## src/hw/rtl/u8u16_pkg.sv

```systemverilog
`timescale 1ns / 1ps
`default_nettype none

package u8u16_pkg;

  localparam int unsigned CFG_INDEX_W = 1;
  localparam int unsigned CFG_DATA_W  = 16;

  localparam logic [CFG_INDEX_W-1:0] CFG_BIG_ENDIAN      = 1'd0;
  localparam logic [CFG_INDEX_W-1:0] CFG_CODEPOINT_LIMIT = 1'd1;

  localparam logic [20:0] SUPP_BASE = 21'h10000;
  localparam logic [15:0] HI_SURR   = 16'hD800;
  localparam logic [5:0]  LO_SURR   = 6'b110111;

  typedef struct packed {
    logic [7:0] data_byte;
    logic       first_of_string;
    logic       last_of_string;
  } in_beat_t;

  typedef struct packed {
    logic [15:0] code_unit;
    logic        last_unit;
    logic        limit_reached;
    logic [15:0] units_total;
    logic [15:0] bytes_total;
  } out_beat_t;

  typedef struct packed {
    logic [20:0] partial_code;
    logic [1:0]  bytes_pending;
    logic [15:0] unit_count;
    logic [15:0] byte_count;
    logic [15:0] point_count;
    logic        stopped;
  } str_state_t;

  typedef struct packed {
    logic      emit;
    logic      pair;
    out_beat_t beat0;
    out_beat_t beat1;
  } dec_res_t;

endpackage

`default_nettype wire

```

## src/hw/rtl/u8u16_decode.sv

```systemverilog
`timescale 1ns / 1ps
`default_nettype none

module u8u16_decode (
  input  u8u16_pkg::in_beat_t   beat_i,
  input  u8u16_pkg::str_state_t state_i,
  input  logic                  big_endian_i,
  input  logic [15:0]           limit_i,
  output u8u16_pkg::str_state_t state_nxt_o,
  output u8u16_pkg::dec_res_t   res_o
);
  import u8u16_pkg::*;

  str_state_t  s;
  logic [7:0]  b;
  logic [20:0] pc;
  logic [1:0]  pend;
  logic [20:0] cp;
  logic [20:0] c;
  logic [15:0] pcount;
  logic [15:0] bcount;
  logic        hit;
  logic        swap;
  logic [15:0] u0;
  logic [15:0] u1;
  logic        pair;

  always_comb begin
    s    = beat_i.first_of_string ? '0 : state_i;
    b    = beat_i.data_byte;
    pc   = s.partial_code;
    pend = s.bytes_pending;
    bcount = s.byte_count + 16'd1;

    if (s.bytes_pending == 2'd0) begin
      case (b) inside
        [8'h00:8'h7F]: begin
          pc   = {13'd0, b};
          pend = 2'd0;
        end
        [8'hF0:8'hFF]: begin
          pc   = {18'd0, b[2:0]};
          pend = 2'd3;
        end
        [8'hE0:8'hEF]: begin
          pc   = {17'd0, b[3:0]};
          pend = 2'd2;
        end
        [8'hC0:8'hDF]: begin
          pc   = {16'd0, b[4:0]};
          pend = 2'd1;
        end
        default: begin
          pc   = '0;
          pend = 2'd0;
        end
      endcase
    end else begin
      pc   = {s.partial_code[14:0], b[5:0]};
      pend = s.bytes_pending - 2'd1;
    end

    if (beat_i.last_of_string) begin
      case (pend)
        2'd1:    pc = {pc[14:0], 6'd0};
        2'd2:    pc = {pc[8:0], 12'd0};
        2'd3:    pc = {pc[2:0], 18'd0};
        default: pc = pc;
      endcase
      pend = 2'd0;
    end

    cp     = pc;
    c      = cp - SUPP_BASE;
    pcount = s.point_count + 16'd1;
    hit    = (limit_i != 16'd0) && (pcount == limit_i);
    swap   = !(big_endian_i || (limit_i == 16'd1));
    pair   = (cp[20:16] != 5'd0);
    u0     = pair ? ({5'd0, c[20:10]} | HI_SURR) : cp[15:0];
    u1     = {LO_SURR, c[9:0]};
    if (swap) begin
      u0 = {u0[7:0], u0[15:8]};
      u1 = {u1[7:0], u1[15:8]};
    end

    state_nxt_o = s;
    res_o       = '0;
    res_o.beat0.code_unit     = u0;
    res_o.beat0.last_unit     = !pair;
    res_o.beat0.limit_reached = hit;
    res_o.beat0.units_total   = s.unit_count + 16'd1;
    res_o.beat0.bytes_total   = bcount;
    res_o.beat1.code_unit     = u1;
    res_o.beat1.last_unit     = 1'b1;
    res_o.beat1.limit_reached = hit;
    res_o.beat1.units_total   = s.unit_count + 16'd2;
    res_o.beat1.bytes_total   = bcount;

    if (!s.stopped) begin
      state_nxt_o.byte_count = bcount;
      if (pend != 2'd0) begin
        state_nxt_o.partial_code  = pc;
        state_nxt_o.bytes_pending = pend;
      end else begin
        state_nxt_o.partial_code  = '0;
        state_nxt_o.bytes_pending = 2'd0;
        state_nxt_o.point_count   = pcount;
        state_nxt_o.stopped       = hit;
        state_nxt_o.unit_count    = pair ? s.unit_count + 16'd2 : s.unit_count + 16'd1;
        res_o.emit = 1'b1;
        res_o.pair = pair;
      end
    end
  end

endmodule

`default_nettype wire

```

## src/hw/rtl/utf8_to_utf16_transcoder.sv

```systemverilog
// UTF-8 to UTF-16 transcoder.
// Input channel (in_valid/in_ready/in_data): one UTF-8 byte per beat, with
// first_of_string clearing all string state and last_of_string flushing an
// unfinished sequence with zero bits.
// Result channel (out_valid/out_ready/out_data): one UTF-16 unit per beat;
// a code point above 0xFFFF gives two beats back to back, the second
// carrying last_unit. Bytes inside a sequence give no beat.
// Configuration: cfg_we/cfg_index/cfg_wdata, index 0 big_endian, index 1
// codepoint_limit; writes take effect on the next cycle.
// A byte accepted into the input register is decoded combinationally, and
// its first unit is then registered in the output register for out_data.
// Throughput: one byte per cycle while out_ready stays high; a surrogate
// pair holds the input until its second unit moves to the output register.
// Once the limit is reached, bytes are still taken but give no beat until
// the next first_of_string.
// Reset (rst_n low at a clock edge) empties the input, output and pair
// registers, clears the string state, sets big_endian=1, codepoint_limit=0.
// When the receiver stalls, the output register holds and the input side
// stops once the input register is also full.
`timescale 1ns / 1ps
`default_nettype none

module utf8_to_utf16_transcoder (
  input  logic                                clk,
  input  logic                                rst_n,
  input  logic                                in_valid,
  output logic                                in_ready,
  input  u8u16_pkg::in_beat_t                 in_data,
  output logic                                out_valid,
  input  logic                                out_ready,
  output u8u16_pkg::out_beat_t                out_data,
  input  logic                                cfg_we,
  input  logic [u8u16_pkg::CFG_INDEX_W-1:0]   cfg_index,
  input  logic [u8u16_pkg::CFG_DATA_W-1:0]    cfg_wdata
);
  import u8u16_pkg::*;

  logic        big_endian_r;
  logic [15:0] limit_r;
  logic        inq_valid_r;
  in_beat_t    inq_data_r;
  str_state_t  state_r;
  str_state_t  state_nxt;
  dec_res_t    dec;
  logic        out_valid_r;
  logic        out_valid_nxt;
  out_beat_t   out_data_r;
  out_beat_t   out_data_nxt;
  logic        sec_valid_r;
  logic        sec_valid_nxt;
  out_beat_t   sec_data_r;
  out_beat_t   sec_data_nxt;
  logic        adv;

  assign adv       = inq_valid_r && !sec_valid_r && (!out_valid_r || out_ready);
  assign in_ready  = !inq_valid_r || adv;
  assign out_valid = out_valid_r;
  assign out_data  = out_data_r;

  u8u16_decode u_decode (
    .beat_i       (inq_data_r),
    .state_i      (state_r),
    .big_endian_i (big_endian_r),
    .limit_i      (limit_r),
    .state_nxt_o  (state_nxt),
    .res_o        (dec)
  );

  always_comb begin
    out_valid_nxt = out_valid_r;
    out_data_nxt  = out_data_r;
    sec_valid_nxt = sec_valid_r;
    sec_data_nxt  = sec_data_r;
    if (adv && dec.emit) begin
      out_valid_nxt = 1'b1;
      out_data_nxt  = dec.beat0;
      sec_valid_nxt = dec.pair;
      sec_data_nxt  = dec.beat1;
    end else if (out_valid_r && out_ready) begin
      if (sec_valid_r) begin
        out_data_nxt  = sec_data_r;
        sec_valid_nxt = 1'b0;
      end else begin
        out_valid_nxt = 1'b0;
      end
    end
  end

  always_ff @(posedge clk) begin
    if (!rst_n) begin
      big_endian_r <= 1'b1;
      limit_r      <= '0;
      inq_valid_r  <= 1'b0;
      state_r      <= '0;
      out_valid_r  <= 1'b0;
      sec_valid_r  <= 1'b0;
    end else begin
      if (cfg_we) begin
        case (cfg_index)
          CFG_BIG_ENDIAN:      big_endian_r <= cfg_wdata[0];
          CFG_CODEPOINT_LIMIT: limit_r      <= cfg_wdata[15:0];
          default: ;
        endcase
      end
      if (in_ready) begin
        inq_valid_r <= in_valid;
      end
      if (adv) begin
        state_r <= state_nxt;
      end
      out_valid_r <= out_valid_nxt;
      sec_valid_r <= sec_valid_nxt;
    end
  end

  always_ff @(posedge clk) begin
    if (in_ready && in_valid) begin
      inq_data_r <= in_data;
    end
    out_data_r <= out_data_nxt;
    sec_data_r <= sec_data_nxt;
  end

endmodule

`default_nettype wire

```

## config.mk

```make
export PLATFORM = sky130hd
export DESIGN_NAME = utf8_to_utf16_transcoder
export DESIGN_NICKNAME = d
export VERILOG_FILES = /design/src/hw/rtl/u8u16_pkg.sv /design/src/hw/rtl/u8u16_decode.sv /design/src/hw/rtl/utf8_to_utf16_transcoder.sv
export SDC_FILE = /design/constraint.sdc
export NUM_CORES = 1
export LEC_CHECK = 0
export BUFFER_PORTS_ARGS = -buffer_cell sky130_fd_sc_hd__buf_4
export CAP_MARGIN = 20
export CORE_MARGIN = 1.5
export CORE_UTILIZATION = 45
export CTS_CLUSTER_SIZE = 25
export DETAILED_ROUTE_END_ITERATION = 12
export PLACE_DENSITY = 0.69
export RECOVER_POWER = 100
export SETUP_SLACK_MARGIN = 0.2
export SLEW_MARGIN = 5
export SYNTH_ARGS = -nofsm -noshare
export SYNTH_HDL_FRONTEND = slang
export SYNTH_SLANG_ARGS = --single-unit
```

## constraint.sdc

```tcl
create_clock -name clk -period 4.5 [get_ports clk]
set_clock_uncertainty 0.2 [all_clocks]
set_input_delay 0 -clock clk [delete_from_list [all_inputs] [get_ports clk]]
set_output_delay 0 -clock clk [all_outputs]
set_load 0.01 [all_outputs]
```

# Yosys cells after proc, flatten, opt, wreduce, memory -nomap -nowiden

Cells that the tools add are included.

Bits in registers: 195
Memory bits (writable): 0
Memories kept: 0
ROM bits: 0
Bits of input ports: 32
Latch bits: 0
Logic and storage cells: 105
Output and inout bits: 52

Multiplexer cells: 32
Shift operators: 0
Order comparisons: 8
Reductions and logical operators: 27
Bitwise operators: 1
$mul: 0
$add $sub $neg: 6
Divide/modulo/power cells: 0
Eq/ne operators: 6

Operators by type and width:

| operator                                                                            | count |
|---|---|
| 50-bit two-way mux                                                                  | 3 |
| 66-bit two-way mux                                                                  | 2 |
| 21-bit two-way mux                                                                  | 4 |
| 16-bit two-way mux                                                                  | 4 |
| 21-bit one-hot mux with 3 select lines                                              | 1 |
| 16-bit by 1-bit adder with 16-bit output, second input constant                     | 3 |
| 17-bit two-way mux                                                                  | 2 |
| 8-bit greater-or-equal comparator, second input constant                            | 3 |
| 8-bit <= comparator, second input constant                                          | 3 |
| 21-bit by 17-bit subtractor with 21-bit output, second input constant               | 1 |
| 16-bit by 2-bit adder with 16-bit output, second input constant                     | 1 |
| 16-bit by 1-bit equality test with 1-bit output, second input constant              | 1 |
| 16-bit equality test                                                                | 1 |
| 16-bit nonzero test                                                                 | 1 |
| 2-bit two-way mux                                                                   | 7 |
| 1-bit logical AND                                                                   | 10 |
| 10-bit two-way mux                                                                  | 1 |
| 5-bit two-way mux                                                                   | 2 |
| 8-bit by 1-bit greater-or-equal comparator with 1-bit output, second input constant | 1 |
| 8-bit by 7-bit <= comparator with 1-bit output, second input constant               | 1 |
| 2-bit AND reduction                                                                 | 4 |
| 1-bit two-way mux                                                                   | 6 |
| 2-bit nonzero test                                                                  | 3 |
| 5-bit nonzero test                                                                  | 1 |
| 8 further kinds                                                                     | 14 |

# Depth between registers and ports, before layout

Depth after elaboration: 16
Gate-level depth with buffers: 17
Depth with buffers taken out: 12

# Modules after synthesis

From an unflattened synthesis, not the netlist that was laid out.

Cells, all modules: 1282
Area, all modules: 12040.3 um^2

Modules (own cells, without submodules):

| module                   | cells each | area each (um^2) | seq. area each (um^2) | instances |
|---|---|---|---|---|
| utf8_to_utf16_transcoder | 589        | 7793.7           | 5144.9                | 1 |
| u8u16_decode             | 693        | 4246.6           | 0.0                   | 1 |

# Worst setup path after synthesis

No wires, ideal clock.

Kind: register to register
From: reg inq_data_r[1] (netlist name)
To: reg out_data_r, in the netlist out_data[32], data pin
Buffers on the path: 7
Library setup time: 0.260 ns
Stages on the path, launching flop included: 18
Arrival: 3.659 ns
Period minus slack after synthesis: 4.119 ns
Setup slack: 0.381 ns
Path through: edfxtp_1 buf_6 buf_2 buf_2 buf_2 buf_2 clkbuf_1 buf_1 nor2b_1 ha_1 nand3_1 nor2_1 nand3_1 xor2_1 a21o_1 a221o_1 and4_1 mux2_2

RTL lines:

| what                   | line                            | RTL |
|---|---|---|
| start, declared        | utf8_to_utf16_transcoder.sv:41  | `in_beat_t inq_data_r;` |
| start signal, assigned | utf8_to_utf16_transcoder.sv:118 | `inq_data_r <= in_data;` |
| end signal, assigned   | utf8_to_utf16_transcoder.sv:120 | `out_data_r <= out_data_nxt;` |
| end, declared          | utf8_to_utf16_transcoder.sv:47  | `out_beat_t out_data_r;` |

==> results by group <==
Critical path
  – Worst R2R Setup Slack: 0.47 ns
  – Worst-path maximum fanout: 13
  – Crit-path max cell delay: 0.42 ns
  – CP delay by family, top: compound AO/OA/AOI/OAI gates
  – CP cell instances: buf_4, and2b_1, a2bb2oi_1, o21ai_1, o211ai_1, and2_0, ha_1, inv_1, a311oi_2, nand2_2, clkbuf_1, o21ai_0, nor3_1, a211o_1
  – Worst setup SP type: flop
  – CP Buf/Inv Count: 3
  – Crit Path Category: flop to flop
  – Crit. End Element: flop
  – Crit-path slowest cell: a311oi_2
  – Reg-to-reg endpoint: out_data[34]
  – Worst reg2reg startpoint: inq_data_r[1]
  – Data required time of the worst path: 4.47 ns
  – R2R cell count: 14
  – Critical Path AT: 4.00 ns

Detailed routing
  – Post-route DRC: 0
  – Routed WL: 25.8 mm
  – Vias: 8657
  – Pre-antenna DRT Iters: 5
  – DR WL/cell: 16.8 um
  – Post-DRT Antenna Nets: 0
  – First DRT Iteration DRCs: 741
  – Routed vias/inst: 5.63

Global routing
  – Largest net degree at the start of global routing: 90
  – Vias in the first global route: 8027
  – Overflow after GRT: 0
  – All-Layer GR Usage: 22.1%
  – Antenna violations before repair: 0
  – First-pass GRT wire length: 41.6 mm

Pwr
  – Comb power frac: 11.7%
  – Pwr dens: 338 nW/um2
  – Switch Pwr: 0.00104 W
  – Cell Int Power: 0.00297 W
  – Clock power frac: 37.5%
  – Reg power frac: 50.8%
  – Sw Share: 25.9%
  – Peak supply drop: 0.231 mV
  – Leakage: 4.12 nW

Floorplan
  – Die width: 153 um
  – CORE AREA: 22000 um2
  – Die height: 153 um
  – I/O pin cnt: 84
  – Row Count: 54
  – Initial Util: 46.2%
  – Die Area: 23500 um2

Logic synthesis
  – Main synth FF type: edfxtp_1
  – Synth Warn #: 0
  – Post-synth EDFFs: 109
  – Fraction of registers with async set/reset: 0%
  – #FFs+latches synth: 195
  – Post-synthesis sequential area ratio: 49.0%
  – Cell area after synthesis: 10200 um2
  – Post-Syn Nets: 1186
  – Synth unique cells: 82
  – Gate Count Post-Synth: 1149
  – Mean post-synth cell area: 8.87 um2

Min path
  – Worst Hold Class: primary input to flop
  – HP Start: cfg_index
  – Hold Path Cell Cnt: 4
  – Worst Hold End: limit_r[0]

Placed design
  – Dpl cells: 1465
  – Dpl cell area: 11100 um2
  – Post-placement setup slack: 0.472 ns
  – Dpl hpwl: 17.3 mm
  – PortBufs: 83
  – Routability Congestion: 0.908

Finish
  – Share of layout cells above drive strength 1: 7.07%
  – Final nets: 1283
  – Fin area: 11800 um2
  – P&R area growth vs syn: 16.1%
  – Layout Cells excl Fill: 1539
  – ANT cells: 0

Timing
  – Fmax: 0.248 GHz
  – Final Setup Violations: 0
  – Worst-Margin Slew: 1.56 ns
  – Final hold viol count: 0
  – Min Tclk post-route: 4.03 ns
  – RSZ-0062 raised after global routing: false
  – Rel. slew slack: -4.02%
  – Slew Limit Fails: 82
  – Fin crit share: 89.5%
  – Setup TNS Final: 0 ns
  – Worst setup margin: 0.471 ns

Clock tree
  – Clock Sinks: 195
  – CTS tree: done
  – Clock-pin slew on the worst setup and hold paths: 0.07 ns
  – Clk_lat worst skew: 0.43 ns
  – Inserted Clock Buffers: 17
  – H-tree depth: 4
  – CTS root buf: clkbuf_16
  – CTS Buffer Depth: 2

Run status
  – Status: finished, violations left
  – Failing checks: capacitance limit, slew limit

Flow run
  – # Max-Cap Violations: 2
==> per-stage QoR <==
step	util [%]	total power, W	hold slack (ns)
5_1_grt	53.7	0.00416	0.0770
2_1_floorplan	-	0.00235	-0.101
3_5_place_dp	50.3	0.00254	-0.0206
3_3_place_gp	50.3	0.00253	-0.0198
4_1_cts	54.7	0.00405	0.00381
6_report	53.7	0.00400	0.00399
==> synth_stat cells, drive strengths merged, types with 21 or more instances <==
master | count | share of area, %
nand2 | 225 | 8.3
a21oi | 100 | 5.0
nor3 | 21 | 1.1
xor2 | 26 | 2.2
nor2 | 100 | 3.7
nand3 | 36 | 1.8
clkbuf | 49 | 1.8
buf | 23 | 1.2
dfxtp | 86 | 17
o21ai | 80 | 3.9
edfxtp | 109 | 32
xnor2 | 36 | 3.1
==> worst min-delay path: cells and delay by family <==
| family | cells | cell delay [ns] |
|---|---|---|
| simple gates | 2 | 0.44 |
| compound gates | 1 | 0.05 |
| buf+inv | 1 | 0.09 |
==> routing by layer <==
metal	up-vias	routed length, um	global-route usage, %
li1	4285	-	-
met1	4069	12100	30.2
met2	274	12000	36.2
met3	29	1310	3.29
met4	0	386	6.75
met5	-	0	0
==> worst max path at each step <==
stage	slack, ns	depth (start not counted)	from	end
floorplan	0.38	17	inq_data_r[1]	out_data[32]
global placement	0.65	12	state_r[49]	state_r[41]
detailed placement	0.47	13	state_r[49]	out_data[41]
CTS	0.47	13	state_r[49]	out_data[41]
global route	0.15	9	inq_data_r[1]	state_r[8]
finish	0.47	14	inq_data_r[1]	out_data[34]
==> state kept, by name, summed over array words and instances, names as in the netlist <==
register and cells:
sec_data_r 49, big_endian_r 1, out_valid 1, limit_r 16, state_r 66, inq_valid_r 1
inq_data_r 10, out_data 50, sec_valid_r 1
==> layout make-up <==
class                           instances  area, um2
Multi-Input combinational cell        863       4820
Timing Repair Buffer                  150       1010
Clock buffer                           22        475
Fill cell                            2033      10200
Tap cell                              280        350
Inverter                               19       71.3
Sequential cell                       195       5000
Clock inverter                         10       98.8
==> what timing repair did <==
item                                    in CTS  in global routing
endpoints found under the setup margin       0                 11
resized for setup                            0                  2
endpoints found under the hold margin       49                  0
hold buffers                                41                  0
buffers inserted                             0                  0
==> power by group through the flow <==
stage | clock, W | sequential, W | combinational [W]
2_1_floorplan | 0 | 0.00208 | 0.000275
3_3_place_gp | 0 | 0.00207 | 0.000463
3_5_place_dp | 0 | 0.00207 | 0.000471
4_1_cts | 0.00152 | 0.00203 | 0.000499
5_1_grt | 0.00160 | 0.00204 | 0.000518
6_report | 0.00150 | 0.00203 | 0.000469
==> cell usage in the layout (no fill, tap or decap), types with 6 or more instances in the layout <==
cell type / instances
xor2_1: 26
dlygate4sd3_1: 41
and2_1: 10
a21o_1: 7
clkbuf_4: 10
a21oi_1: 98
dfxtp_1: 84
inv_1: 18
nor4_1: 6
o21ai_0: 76
clkbuf_16: 18
nand2_1: 224
mux2i_1: 10
and3_1: 8
xnor2_1: 36
clkbuf_1: 68
nand3_1: 36
nand4_1: 15
a22oi_1: 19
o211ai_1: 9
nor2_1: 100
a31oi_1: 11
nor2b_1: 20
and4_1: 7
edfxtp_1: 109
or3_1: 13
o31ai_1: 6
buf_4: 30
nand2b_1: 8
nor3_1: 20
==> logic make-up after synthesis <==
| group | count (synthesis) | share of synthesized area, % |
|---|---|---|
| fa+ha+maj | 5 | 0.614 |
| compound gates | 283 | 17.0 |
| mux | 15 | 1.56 |
| xor+xnor | 62 | 5.33 |
| simple gates | 498 | 22.7 |
| flops | 195 | 49.0 |
| buf+inv | 91 | 3.72 |
Power figures use the tool's default switching activity.
